===== src/hw/rtl/assert_macros.svh =====
// assertion macros shared by the rtl files
`ifndef ASSERT_MACROS_SVH
`define ASSERT_MACROS_SVH

`ifndef SYNTHESIS

// expression holds at every clock edge out of reset
`define ASSERT_ALWAYS(name, clk, rst_n, expr) \
	name: assert property (@(posedge clk) disable iff (!(rst_n)) (expr)) \
		else $error("assertion failed: always");

// consequent holds in the same cycle as the antecedent
`define ASSERT_IMPLIES(name, clk, rst_n, ante, cons) \
	name: assert property (@(posedge clk) disable iff (!(rst_n)) (ante) |-> (cons)) \
		else $error("assertion failed: implies");

// consequent holds in the cycle after the antecedent
`define ASSERT_NEXT(name, clk, rst_n, ante, cons) \
	name: assert property (@(posedge clk) disable iff (!(rst_n)) (ante) |=> (cons)) \
		else $error("assertion failed: next");

`else

`define ASSERT_ALWAYS(name, clk, rst_n, expr)
`define ASSERT_IMPLIES(name, clk, rst_n, ante, cons)
`define ASSERT_NEXT(name, clk, rst_n, ante, cons)

`endif

`endif


===== src/hw/rtl/wdst_pkg.sv =====
// constants and types of the wheel drive and speed tracker
`timescale 1ns / 1ps

package wdst_pkg;

	// field and register widths
	localparam int TIME_W    = 48;
	localparam int NUM_W     = 32;
	localparam int SPEED_W   = 24;
	localparam int DUTY_W    = 15;
	localparam int PWR_W     = 16;
	localparam int CNT_W     = 8;
	localparam int DEB_W     = 24;
	localparam int THR_W     = 16;
	localparam int CFG_W     = 32;
	localparam int CFG_IDX_W = 3;

	// saturation limits
	localparam logic [DUTY_W-1:0]  DUTY_MAX  = 15'd25600;
	localparam logic [SPEED_W-2:0] SPEED_MAX = '1;

	// configuration register indexes
	localparam logic [CFG_IDX_W-1:0] REG_DEBOUNCE  = 3'd0;
	localparam logic [CFG_IDX_W-1:0] REG_COUNTDOWN = 3'd1;
	localparam logic [CFG_IDX_W-1:0] REG_THRESHOLD = 3'd2;
	localparam logic [CFG_IDX_W-1:0] REG_NUM_HIGH  = 3'd3;
	localparam logic [CFG_IDX_W-1:0] REG_NUM_LOW   = 3'd4;

	// configuration reset values
	localparam logic [DEB_W-1:0] DEBOUNCE_RST  = 24'd25000;
	localparam logic [CNT_W-1:0] COUNTDOWN_RST = 8'd15;
	localparam logic [THR_W-1:0] THRESHOLD_RST = 16'd1536;
	localparam logic [NUM_W-1:0] NUM_HIGH_RST  = 32'd248933120;
	localparam logic [NUM_W-1:0] NUM_LOW_RST   = 32'd153190400;

	typedef enum logic [1:0] {
		CMD_POWER = 2'd0,
		CMD_EDGE  = 2'd1,
		CMD_TICK  = 2'd2
	} cmd_t;

	typedef enum logic [2:0] {
		MODE_STOPPED   = 3'd0,
		MODE_FWD       = 3'd1,
		MODE_BACK      = 3'd2,
		MODE_STOP_FWD  = 3'd3,
		MODE_STOP_BACK = 3'd4
	} mode_t;

	typedef enum logic [1:0] {
		DIR_OFF = 2'd0,
		DIR_FWD = 2'd1,
		DIR_REV = 2'd2
	} dir_t;

	typedef enum logic [2:0] {
		ST_IDLE,
		ST_EXEC,
		ST_CHECK,
		ST_DIV,
		ST_DONE
	} ctl_state_t;

endpackage


===== src/hw/rtl/wdst_div.sv =====
// bit-serial restoring divider, one quotient bit per cycle
`timescale 1ns / 1ps

module wdst_div (
	input  logic                       clk,
	input  logic                       arst_n,
	input  logic                       start,
	input  logic [wdst_pkg::NUM_W-1:0]  dividend,
	input  logic [wdst_pkg::TIME_W-1:0] divisor,
	output logic                       done,
	output logic [wdst_pkg::NUM_W-1:0]  quotient
);
	import wdst_pkg::*;

	localparam int STEP_W = $clog2(NUM_W + 1);

	logic              busy_q;
	logic              done_q;
	logic [STEP_W-1:0] step_q;
	logic [TIME_W-1:0] rem_q;
	logic [TIME_W-1:0] dvs_q;
	logic [NUM_W-1:0]  quo_q;
	logic [TIME_W:0]   trial;
	logic [TIME_W+1:0] diff;
	logic              fits;

	// shift the next dividend bit into the remainder and try the subtract
	assign trial = {rem_q, quo_q[NUM_W-1]};
	assign diff  = {1'b0, trial} - {2'b00, dvs_q};
	assign fits  = !diff[TIME_W+1];

	// step control
	always_ff @(posedge clk or negedge arst_n) begin
		if (!arst_n) begin
			busy_q <= 1'b0;
			done_q <= 1'b0;
			step_q <= '0;
		end else begin
			done_q <= 1'b0;
			if (start) begin
				busy_q <= 1'b1;
				step_q <= STEP_W'(NUM_W);
			end else if (busy_q) begin
				step_q <= step_q - 1'b1;
				if (step_q == STEP_W'(1)) begin
					busy_q <= 1'b0;
					done_q <= 1'b1;
				end
			end
		end
	end

	// remainder and shared dividend / quotient shift register
	always_ff @(posedge clk) begin
		if (start) begin
			rem_q <= '0;
			dvs_q <= divisor;
			quo_q <= dividend;
		end else if (busy_q) begin
			rem_q <= fits ? diff[TIME_W-1:0] : trial[TIME_W-1:0];
			quo_q <= {quo_q[NUM_W-2:0], fits};
		end
	end

	assign done     = done_q;
	assign quotient = quo_q;

endmodule


===== src/hw/rtl/wheel_drive_and_speed_tracker.sv =====
// wheel drive and speed tracker: power, sensor edge and tick handling
// steps: power, tick and unused-code beats pass through execute and commit; sensor edges
// take the period, then the check, then for accepted edges the serial divider, then commit
// a new beat is taken only after the last one has been committed; a stalled output holds
// the commit back, and with it the input channel
// reset: motion stopped, speed, duty, counter, edge time and level zero, config at defaults
`timescale 1ns / 1ps
`include "assert_macros.svh"

module wheel_drive_and_speed_tracker (
	input  logic                            clk,
	input  logic                            arst_n,
	// configuration writes
	input  logic                            cfg_we,
	input  logic [wdst_pkg::CFG_IDX_W-1:0]  cfg_index,
	input  logic [wdst_pkg::CFG_W-1:0]      cfg_data,
	// input channel
	input  logic                            in_valid,
	output logic                            in_ready,
	input  logic [1:0]                      command,
	input  logic signed [wdst_pkg::PWR_W-1:0] power_request,
	input  logic                            sensor_level,
	input  logic [wdst_pkg::TIME_W-1:0]     timestamp,
	// output channel
	output logic                            out_valid,
	input  logic                            out_ready,
	output logic [1:0]                      drive_direction,
	output logic [wdst_pkg::DUTY_W-1:0]     drive_duty,
	output logic [2:0]                      motion_state,
	output logic signed [wdst_pkg::SPEED_W-1:0] wheel_speed,
	output logic                            speed_published,
	output logic                            edge_accepted
);
	import wdst_pkg::*;

	// configuration registers
	logic [DEB_W-1:0] debounce_q;
	logic [CNT_W-1:0] countdown_q;
	logic [THR_W-1:0] threshold_q;
	logic [NUM_W-1:0] num_high_q;
	logic [NUM_W-1:0] num_low_q;

	// tracker state
	mode_t              mode_q;
	logic [CNT_W-1:0]   cnt_q;
	logic [TIME_W-1:0]  last_time_q;
	logic               last_level_q;
	logic [SPEED_W-1:0] speed_q;
	logic [DUTY_W-1:0]  duty_q;
	dir_t               dir_q;

	// captured beat
	logic [1:0]        cmd_q;
	logic [PWR_W-1:0]  pwr_q;
	logic              lvl_q;
	logic [TIME_W-1:0] ts_q;
	logic [TIME_W-1:0] period_q;
	logic              edge_ok_q;

	// output register
	logic               out_valid_q;
	dir_t               out_dir_q;
	logic [DUTY_W-1:0]  out_duty_q;
	mode_t              out_mode_q;
	logic [SPEED_W-1:0] out_speed_q;
	logic               out_pub_q;
	logic               out_acc_q;

	// control
	ctl_state_t state_q, state_n;
	logic       in_fire;
	logic       out_free;
	logic       commit;
	logic       edge_ok;
	logic       div_start;
	logic       div_done;
	logic [NUM_W-1:0] quotient;

	// commit datapath
	mode_t              mode_n;
	logic [CNT_W-1:0]   cnt_n;
	logic [SPEED_W-1:0] speed_n;
	logic [DUTY_W-1:0]  duty_n;
	dir_t               dir_n;
	logic               pub_n;
	logic               acc_n;
	logic               pwr_neg;
	logic [PWR_W:0]     pwr_mag;
	logic [PWR_W+5:0]   duty_x25;
	logic [PWR_W+3:0]   duty_raw;
	logic [DUTY_W-1:0]  duty_sat;
	logic [SPEED_W-2:0] q_sat;
	logic [SPEED_W-1:0] speed_mag;
	logic [CNT_W-1:0]   cnt_dec;

	assign in_fire  = in_valid && in_ready;
	assign out_free = !out_valid_q || out_ready;

	// configuration port
	always_ff @(posedge clk or negedge arst_n) begin
		if (!arst_n) begin
			debounce_q  <= DEBOUNCE_RST;
			countdown_q <= COUNTDOWN_RST;
			threshold_q <= THRESHOLD_RST;
			num_high_q  <= NUM_HIGH_RST;
			num_low_q   <= NUM_LOW_RST;
		end else if (cfg_we) begin
			case (cfg_index)
				REG_DEBOUNCE:  debounce_q  <= cfg_data[DEB_W-1:0];
				REG_COUNTDOWN: countdown_q <= cfg_data[CNT_W-1:0];
				REG_THRESHOLD: threshold_q <= cfg_data[THR_W-1:0];
				REG_NUM_HIGH:  num_high_q  <= cfg_data[NUM_W-1:0];
				REG_NUM_LOW:   num_low_q   <= cfg_data[NUM_W-1:0];
				default: ;
			endcase
		end
	end

	// state register
	always_ff @(posedge clk or negedge arst_n) begin
		if (!arst_n) begin
			state_q <= ST_IDLE;
		end else begin
			state_q <= state_n;
		end
	end

	// debounce and level-change test on the registered period
	assign edge_ok = (period_q > TIME_W'(debounce_q)) && (lvl_q != last_level_q);

	// next state and control strobes
	always_comb begin
		state_n   = state_q;
		in_ready  = 1'b0;
		div_start = 1'b0;
		commit    = 1'b0;
		case (state_q)
			ST_IDLE: begin
				in_ready = 1'b1;
				if (in_valid) state_n = ST_EXEC;
			end
			ST_EXEC: begin
				state_n = (cmd_q == CMD_EDGE) ? ST_CHECK : ST_DONE;
			end
			ST_CHECK: begin
				div_start = edge_ok;
				state_n   = edge_ok ? ST_DIV : ST_DONE;
			end
			ST_DIV: begin
				if (div_done) state_n = ST_DONE;
			end
			ST_DONE: begin
				if (out_free) begin
					commit  = 1'b1;
					state_n = ST_IDLE;
				end
			end
			default: state_n = ST_IDLE;
		endcase
	end

	// beat capture and edge timing
	always_ff @(posedge clk) begin
		if (in_fire) begin
			cmd_q <= command;
			pwr_q <= power_request;
			lvl_q <= sensor_level;
			ts_q  <= timestamp;
		end
		if (state_q == ST_EXEC) period_q <= ts_q - last_time_q;
		if (state_q == ST_CHECK) edge_ok_q <= edge_ok;
	end

	// period division, numerator picked by the new level
	wdst_div u_div (
		.clk      (clk),
		.arst_n   (arst_n),
		.start    (div_start),
		.dividend (lvl_q ? num_high_q : num_low_q),
		.divisor  (period_q),
		.done     (div_done),
		.quotient (quotient)
	);

	// duty scaling: |power| * 25 / 4, saturated
	assign pwr_neg  = pwr_q[PWR_W-1];
	assign pwr_mag  = pwr_neg ? ((PWR_W+1)'(1) << PWR_W) - {1'b0, pwr_q} : {1'b0, pwr_q};
	assign duty_x25 = ((PWR_W+6)'(pwr_mag) << 4) + ((PWR_W+6)'(pwr_mag) << 3)
		+ (PWR_W+6)'(pwr_mag);
	assign duty_raw = duty_x25[PWR_W+5:2];
	assign duty_sat = (duty_raw > (PWR_W+4)'(DUTY_MAX)) ? DUTY_MAX : duty_raw[DUTY_W-1:0];

	// speed saturation and magnitude
	assign q_sat     = (|quotient[NUM_W-1:SPEED_W-1]) ? SPEED_MAX : quotient[SPEED_W-2:0];
	assign speed_mag = speed_q[SPEED_W-1] ? (~speed_q + 1'b1) : speed_q;
	assign cnt_dec   = cnt_q - 1'b1;

	// next tracker state for the beat being committed
	always_comb begin
		mode_n  = mode_q;
		cnt_n   = cnt_q;
		speed_n = speed_q;
		duty_n  = duty_q;
		dir_n   = dir_q;
		pub_n   = 1'b0;
		acc_n   = 1'b0;
		case (cmd_q)
			CMD_POWER: begin
				if (pwr_mag == '0) begin
					// zero power: moving wheels start the stop countdown
					if (mode_q == MODE_FWD) begin
						mode_n = MODE_STOP_FWD;
						cnt_n  = countdown_q;
					end else if (mode_q == MODE_BACK) begin
						mode_n = MODE_STOP_BACK;
						cnt_n  = countdown_q;
					end
					dir_n  = DIR_OFF;
					duty_n = '0;
				end else begin
					mode_n = pwr_neg ? MODE_BACK : MODE_FWD;
					cnt_n  = '0;
					dir_n  = pwr_neg ? DIR_REV : DIR_FWD;
					duty_n = duty_sat;
				end
			end
			CMD_EDGE: begin
				acc_n = edge_ok_q;
				if (edge_ok_q) begin
					if (mode_q == MODE_STOPPED) begin
						speed_n = '0;
					end else if (mode_q == MODE_BACK || mode_q == MODE_STOP_BACK) begin
						speed_n = ~{1'b0, q_sat} + 1'b1;
					end else begin
						speed_n = {1'b0, q_sat};
					end
				end
			end
			CMD_TICK: begin
				if (mode_q != MODE_STOPPED) begin
					pub_n = 1'b1;
					if (mode_q == MODE_STOP_FWD || mode_q == MODE_STOP_BACK) begin
						cnt_n = cnt_dec;
						if (cnt_dec == '0) mode_n = MODE_STOPPED;
						if (speed_mag < SPEED_W'(threshold_q)) begin
							speed_n = '0;
							cnt_n   = '0;
							mode_n  = MODE_STOPPED;
						end
					end
				end
			end
			default: ;
		endcase
	end

	// tracker state update
	always_ff @(posedge clk or negedge arst_n) begin
		if (!arst_n) begin
			mode_q       <= MODE_STOPPED;
			cnt_q        <= '0;
			last_time_q  <= '0;
			last_level_q <= 1'b0;
			speed_q      <= '0;
			duty_q       <= '0;
			dir_q        <= DIR_OFF;
		end else begin
			// every edge stores its time and level, accepted or not
			if (state_q == ST_CHECK) begin
				last_time_q  <= ts_q;
				last_level_q <= lvl_q;
			end
			if (commit) begin
				mode_q  <= mode_n;
				cnt_q   <= cnt_n;
				speed_q <= speed_n;
				duty_q  <= duty_n;
				dir_q   <= dir_n;
			end
		end
	end

	// output valid
	always_ff @(posedge clk or negedge arst_n) begin
		if (!arst_n) begin
			out_valid_q <= 1'b0;
		end else if (commit) begin
			out_valid_q <= 1'b1;
		end else if (out_ready) begin
			out_valid_q <= 1'b0;
		end
	end

	// output beat payload
	always_ff @(posedge clk) begin
		if (commit) begin
			out_dir_q   <= dir_n;
			out_duty_q  <= duty_n;
			out_mode_q  <= mode_n;
			out_speed_q <= speed_n;
			out_pub_q   <= pub_n;
			out_acc_q   <= acc_n;
		end
	end

	assign out_valid       = out_valid_q;
	assign drive_direction = out_dir_q;
	assign drive_duty      = out_duty_q;
	assign motion_state    = out_mode_q;
	assign wheel_speed     = out_speed_q;
	assign speed_published = out_pub_q;
	assign edge_accepted   = out_acc_q;

	// checks
	`ASSERT_ALWAYS(a_drive_off_no_duty, clk, arst_n, (dir_q == DIR_OFF) == (duty_q == '0))
	`ASSERT_IMPLIES(a_div_done_in_div, clk, arst_n, div_done, state_q == ST_DIV)
	`ASSERT_NEXT(a_pass_to_div, clk, arst_n, div_start, state_q == ST_DIV && !div_done)

endmodule

===== config.mk =====
export PLATFORM = sky130hd
export DESIGN_NAME = wheel_drive_and_speed_tracker
export DESIGN_NICKNAME = d
export VERILOG_FILES = /design/src/hw/rtl/wdst_pkg.sv /design/src/hw/rtl/wdst_div.sv /design/src/hw/rtl/wheel_drive_and_speed_tracker.sv
export VERILOG_INCLUDE_DIRS = /design/src /design/src/hw/rtl
export SDC_FILE = /design/constraint.sdc
export NUM_CORES = 1
export LEC_CHECK = 0
export ABC_AREA = 1
export CAP_MARGIN = 15
export CORE_MARGIN = 2
export CORE_UTILIZATION = 23
export DETAILED_ROUTE_END_ITERATION = 7
export DONT_BUFFER_PORTS = 1
export GPL_TIMING_DRIVEN = 0
export HOLD_SLACK_MARGIN = 0.12
export PLACE_DENSITY = 0.34
export SLEW_MARGIN = 20
export SYNTH_ARGS = -nofsm -noshare
export SYNTH_HDL_FRONTEND = slang
export SYNTH_HIERARCHICAL = 1
export SYNTH_SLANG_ARGS = --single-unit

===== constraint.sdc =====
create_clock -name clk -period 6.7 [get_ports clk]
set_input_delay 1.34 -clock clk [delete_from_list [all_inputs] [get_ports clk]]
set_output_delay 1.34 -clock clk [all_outputs]
set_load 0.01 [all_outputs]

==> results of run 1 <==
==> worst max-delay path, cell delays in order, from the launching register on <==
cell and delay (ns):
edfxtp_1 0.48, inv_1 0.20, ha_1 0.24, nand2_4 0.08, nor2_4 0.11, nor2_2 0.05
xor2_2 0.42, nand2_1 0.10, inv_1 0.08, nor2_1 0.04, ha_1 0.16, or2_2 0.29
ha_1 0.38, nand2_1 0.11, o21ai_0 0.26, inv_1 0.09, nand2_1 0.11, nand3_1 0.10
nand3_1 0.08, nand2_1 0.05, a21oi_1 0.30, nand3_2 0.22, inv_2 0.17, nand2_1 0.10
nand2_1 0.10, nand2_1 0.06, nand2_1 0.08
==> metal layers <==
layer | global-route usage [%] | vias to the layer above | part of all wire [%]
met5 | 0 | - | 0.16
met4 | 3.938 | 26 | 1.8
met3 | 3.137 | 134 | 4.7
met2 | 24.74 | 433 | 43
met1 | 22.93 | 13050 | 50
li1 | - | 14230 | -
==> layout make-up <==
| cell class | instances | share of cell area, % |
|---|---|---|
| clock buffers | 98 | 5.480 |
| plain buffers | 119 | 1.437 |
| well taps | 1890 | 6.285 |
| diodes | 2 | 0.01330 |
| inverters | 684 | 6.824 |
| flip-flops and latches | 515 | 36.93 |
| multi-input cells | 3072 | 41.94 |
| clock inverters | 32 | 0.6584 |
| repair buffers | 7 | 0.4323 |
==> through the flow <==
step,setup TNS (ns),setup WS [ns],utilization [%],instances,hold slack [ns]
floorplan,0,1.138,-,4390,0.4264
global placement,-132.36,-2.251,24.83,6280,0.4494
detailed placement,0,2.117,24.97,6287,0.4653
CTS,0,2.107,26.60,6417,0.3491
global route,0,1.721,26.60,6417,0.3763
finish,0,2.177,26.61,6419,0.4166
==> power by group through the flow <==
| stage | logic [mW] | registers, mW | clock network [mW] |
|---|---|---|---|
| after detailed placement | 8.99 | 5.57 | 0 |
| final | 8.87 | 5.48 | 3.78 |
| after floorplan | 6.27 | 5.20 | 0 |
| after global routing | 10.2 | 5.62 | 4.05 |
| after CTS | 9.04 | 5.52 | 3.93 |
| after global placement | 8.93 | 5.62 | 0 |
==> flip-flops by register name (all words and copies together), names as in the netlist, 16 cells and up <==
name,flops
last_time_q,48
period_q,48
ts_q,48
u_div/dvs_q,48
u_div/rem_q,48
num_high_q,32
num_low_q,32
u_div/quotient,32
debounce_q,24
speed_q,24
wheel_speed,24
pwr_q,16
threshold_q,16
==> kinds of logic after synthesis <==
family	after synthesis	share of synthesized area, %
adders and majority gates	183	7.085
AOI/OAI and AO/OA	563	9.367
buffers and inverters	803	9.470
DFF	515	42.44
other	1	0.01145
and+or+nand+nor	2215	28.71
xor gates and xnor gates	108	2.912
==> cell usage after synthesis, types with 3 or more instances <==
cell type     n
ha_1        179
buf_6         8
o21ai_1      12
o21ai_0     268
o21a_1       11
nor2_4        6
or2_2         8
nand3b_1     48
nand3_1     290
a22oi_1       3
and3_1        3
xnor2_1      45
nor3_2        3
fa_1          4
clkbuf_1     80
nand3_2       8
o21bai_1     11
nor4_1       12
dfrtp_1     195
o211ai_1     11
a21oi_1     175
nand2_1    1404
buf_2        15
nand2_2      18
buf_1        14
nor2_1      306
a21boi_0      6
inv_1       667
edfxtp_1    242
o31ai_1       6
nor3_1       25
and2_1        8
inv_2        17
a21o_1       11
o21ai_2       6
nand2_4       6
nand4_1      39
dfstp_2      30
dfxtp_1      48
xor2_1       62
nor2_2       21
a31oi_1      33
==> how the worst max path moves through the flow <==
stage / cells past startpoint / from / to
2_1_floorplan: 14 / debounce_q[3] / u_div/quotient[0]
3_3_place_gp: 7 / state_q[2] / u_div/quotient[1]
3_5_place_dp: 17 / debounce_q[14] / u_div/rem_q[27]
4_1_cts: 26 / pwr_q[0] / duty_q[4]
5_1_grt: 26 / pwr_q[0] / duty_q[5]
6_report: 26 / pwr_q[0] / duty_q[4]
==> impl_metrics.ini, run 1 <==
[final_layout]
design_area_mm2 = 0.03762
layout_common_cells = 1404 x nand2_1, 667 x inv_1, 303 x nor2_1
fillerInstances = 15690
area_delta_synth_final_pct = 14.92
multi_input_area_mm2 = 0.01578
final-seq-area_mm2 = 0.01390
drive_above_1_share_pct = 6.273
nNetsFinal = 4759
final_common_cell = nand2_1

[clocking]
clock_latency_ns = 0.66
path_clk_slew_ns = 0.06
cts.sinks = 515
post_cts_buffers = 0
cts-resized-gates = 0
cts_buffer_depth = 3
cts_hold_buf = 0
cts_tree = yes
cts_buffers = 70
h-tree-depth = 3
cts_root_buffer = clkbuf_16

[timing]
clock_skew_ns = 0.02567
rsz0062_at_grt = false
finalSetupViolCount = 0
max-slew-margin-rel_pct = 38.20
fmax_mhz = 221.1
fin_crit_ns = 4.523
hold_viol = 0
min_period_over_period_pct = 67.50
finalMaxSlewViolations = 0
worst_pin_slew_ns = 0.9270

[run]
max_cap_violations = 0

[worst_setup_path]
critPathCaptureType = flip-flop
worstSetupStartpointType = flip-flop
r2r_end = duty_q[4]
reg2reg_from = pwr_q[0]
rrSetupSlack_ns = 2.18
reg2reg_depth = 26
arrival_ns = 5.11
path_class = flip-flop to flip-flop
critPathMaxFanout = 8
required_ns = 7.29

[synthesis]
synth-async-reset-ratio_pct = 43.69
syn_inst = 4388
synth_top_cells_by_area = edfxtp_1 22%, nand2_1 16%, dfrtp_1 15%
syn_area_per_cell_um2 = 7.461
synth_top_cell_by_area = edfxtp_1
synth_top_area_share_pct = 22.20
synth_edf_count = 242
ys_ff_latch = 515
ys.flop_type = edfxtp_1
netlist-cell-type-count = 59
yosysWarnings = 6
syn-cell-area_mm2 = 0.03274
synth-seq-area-share_pct = 42.44

[die]
ios = 155
die_x_um = 381.3
die_y_um = 381.3
core_area_mm2 = 0.1414
initial_core_util_pct = 23.15
die_area_mm2 = 0.1454
row_count = 138

[power_and_ir_drop]
netSwitchingFraction_pct = 45.85
p_comb_share_pct = 48.9
finalPower_mw = 18.13
ir_drop_v = 0.0002193
clock_power_share_pct = 20.8
p_leak_nw = 17.58
power_density_mw_per_mm2 = 481.9
power_frac_seq_pct = 30.2
p_int_mw = 9.818
power_switching_mw = 8.313

[placement]
io_buffers = 0
post_dp_cell_area_mm2 = 0.03531
place.gp.congestion = 0.8639
place.detailed.hpwl_um = 92690

[outcome]
outcome = finished clean

[detailed_routing]
wirelength_um = 116400
routed_via_density = 4.342
dr.pass1.iters = 5
first_iter_violations = 1793
vias = 27870
drc = 0
ant_nets = 0
wl_per_cell_um = 18.14

[grt]
grt_pass1_vias = 28220
grtUsageTotal_pct = 16.06
grt_pass1_wl_um = 178300
grt_max_degree = 226
overflow = 0
antenna_found_initial = 19

[hold_path]
hp-class = primary input to asynchronous set/reset pin
Power figures use the tool's default switching activity.
==> run 2, diff against run 1 <==
--- a/config.mk
+++ b/config.mk
@@ -6,7 +6,7 @@
 export SDC_FILE = /design/constraint.sdc
 export NUM_CORES = 1
 export LEC_CHECK = 0
-export ABC_AREA = 1
+export ABC_AREA = 0
 export CAP_MARGIN = 15
 export CORE_MARGIN = 2
 export CORE_UTILIZATION = 23
==> constraint.sdc (replaced) <==
create_clock -name clk -period 4.5 [get_ports clk]
set_input_delay 0.9 -clock clk [delete_from_list [all_inputs] [get_ports clk]]
set_output_delay 0.9 -clock clk [all_outputs]
set_load 0.01 [all_outputs]
==> run 2 against run 1 <==
Synthesized area is 9.7% lower; the flow now finishes with violations (hold timing, setup timing); combinational power is 110% higher; worst setup slack worse by 2.3 ns.
==> impl_metrics.ini, run 2 <==
[outcome]
outcome = finished with violations
failed_checks = hold timing, setup timing

[timing]
max-slew-margin-rel_pct = 26.81
rsz0062_at_grt = true
min_period_over_period_pct = 102.3
clock_skew_ns = 0.05583
holdWs_ns = -0.05980
hold_viol = 19
finalSetupViolCount = 35
fmax_mhz = 217.2
worst_pin_slew_ns = 1.098
worst_slack_ns = -0.1032
finalMaxSlewViolations = 0
fin_crit_ns = 4.603
tns_ns = -1.756

[detailed_routing]
first_iter_violations = 1356
ant_nets = 0
wl_per_cell_um = 19.41
drc = 0
dr.pass1.iters = 5
routed_via_density = 4.682
wirelength_um = 93930
vias = 22650

[placement]
place.gp.congestion = 0.8207
pre_cts_ws_ns = -1.115
post_dp_cell_area_mm2 = 0.03190
place.detailed.hpwl_um = 69690
io_buffers = 0

[grt]
grt_max_degree = 226
grt_pass1_vias = 22890
grtUsageTotal_pct = 13.93
overflow = 0
antenna_found_initial = 9
grt_pass1_wl_um = 141200

[final_layout]
area_delta_synth_final_pct = 22.55
final_core_util_pct = 28.41
final_common_cell = nand2_1
fillerInstances = 13300
drive_above_1_share_pct = 20.14
design_area_mm2 = 0.03623
final-seq-area_mm2 = 0.01390
layout_common_cells = 274 x nand2_1, 242 x edfxtp_1, 224 x inv_1
multi_input_area_mm2 = 0.01532
diodes = 0
nNetsFinal = 3409

[clocking]
cts.sinks = 515
clock_latency_ns = 0.66
cts_tree = yes
cts_root_buffer = clkbuf_16
cts_buffers = 70
h-tree-depth = 3
cts_buffer_depth = 3
path_clk_slew_ns = 0.06

[synthesis]
post-synth-top-count-cell = nand2_1
synth_edf_count = 242
syn-cell-area_mm2 = 0.02956
synth_top_area_share_pct = 24.58
netlist-cell-type-count = 96
synth-async-reset-ratio_pct = 43.69
syn_inst = 2952
synth_top_cell_by_area = edfxtp_1
synth-seq-area-share_pct = 47.00
syn_area_per_cell_um2 = 10.02
synth_top_cells_by_area = edfxtp_1 25%, dfrtp_1 17%, ha_1 7.6%
yosysWarnings = 6
ys.flop_type = edfxtp_1
synth_common_cells = 301 x nand2_1, 242 x edfxtp_1, 230 x inv_1
ys_ff_latch = 515

[die]
die_area_mm2 = 0.1314
core_area_mm2 = 0.1275
row_count = 131
die_y_um = 362.5
die_x_um = 362.5
ios = 155
initial_core_util_pct = 23.18

[worst_setup_path]
required_ns = 4.89
arrival_ns = 5.00
critPathMaxFanout = 9
cpMaxStageDelayCell = or4_4
crit_chain = or4_4, buf_8, o31ai_4, xor2_2, buf_4, xor2_2, ha_4, ha_4, buf_8, a41oi_2, o21ai_1, and2_4, a21oi_4, nor4b_2, or3_4, nor3b_4, buf_6, buf_4, nand3_2, a31o_4
crit_path_max_incr_delay_ns = 0.55
critPathBufInv = 5
path_class = flip-flop to flip-flop
path_delay_family = simple AND/OR/NAND/NOR gates
worstSetupStartpointType = flip-flop
critPathCaptureType = flip-flop

[power_and_ir_drop]
ir_drop_v = 0.0004589
power_switching_mw = 14.03
power_frac_seq_pct = 25.7
p_comb_share_pct = 56.4
p_leak_nw = 14.41
clock_power_share_pct = 17.9
netSwitchingFraction_pct = 43.15
p_int_mw = 18.49
power_density_mw_per_mm2 = 897.6

[run]
max_cap_violations = 0

[hold_path]
hp-class = primary input to asynchronous set/reset pin
[run 2: logic make-up (layout without fill, tap and decap cells)]
logic type / count (synthesis) / after routing / share of synthesized area (%)
buffers and inverters: 379 / 601 / 5.100
multiplexers: 155 / 155 / 5.857
adder cells (fa/ha/maj): 183 / 183 / 7.846
flip-flops: 515 / 515 / 47.00
XOR/XNOR: 146 / 146 / 4.325
AND/OR/NAND/NOR: 768 / 769 / 12.22
AO/OA/AOI/OAI: 805 / 805 / 17.64
other: 1 / 3 / 0.01268
[run 2: metrics by stage]
| stage | total power [mW] | cells |
|---|---|---|
| after global routing | 35.06 | 4839 |
| after global placement | 23.34 | 4616 |
| after floorplan | 19.19 | 2954 |
| after CTS | 30.97 | 4787 |
| final | 32.52 | 4839 |
| after detailed placement | 23.49 | 4621 |
[run 2: final cells by class]
type                            instances  share of cell area, %
Buffer                                138                  1.920
Sequential cell                       515                  38.37
Clock inverter                         33                  1.212
Clock buffer                           97                  5.477
Timing Repair Buffer                  102                  2.597
Inverter                              231                  2.393
Multi-Input combinational cell       2061                  42.29
Tap cell                             1662                  5.739
[run 2: timing repair]
action / in CTS / in global routing
buffers inserted: 40 / 52
cloned: 1 / 5
hold endpoints to repair: 195 / 179
gates resized for setup: 104 / 168
endpoints found under the setup margin: 165 / 115
pin swaps: 28 / 82
[run 2: layer usage]
metal | global-route usage, % | wire length [um]
met1 | 19.18 | 45390
met2 | 21.77 | 41930
met3 | 2.820 | 4410
met4 | 4.491 | 2105
met5 | 0 | 82
[run 2: path summary, 6_finish.rpt]
check / end / slack (ns) / from / cells after the start
worst max-delay path: drive_duty[10] / -0.10 / pwr_q[3] / 20
worst min-delay path: last_time_q[39] / -0.06 / arst_n / 0
worst max register to register: drive_duty[10] / -0.10 / pwr_q[3] / 20
worst min register to register: u_div/dvs_q[34] / 0.45 / period_q[34] / 0
max in group asynchronous: num_low_q[28] / 3.64 / arst_n / 0
min in group clk: ts_q[40] / 0.33 / timestamp[40] / 0
[run 2: power groups by stage]
stage,Combinational [mW],Sequential (mW),Clock (mW)
finish,18.3,8.36,5.82
global route,20.3,8.57,6.22
CTS,16.6,8.35,6.05
detailed placement,15.1,8.42,0
global placement,14.9,8.47,0
floorplan,11.3,7.93,0
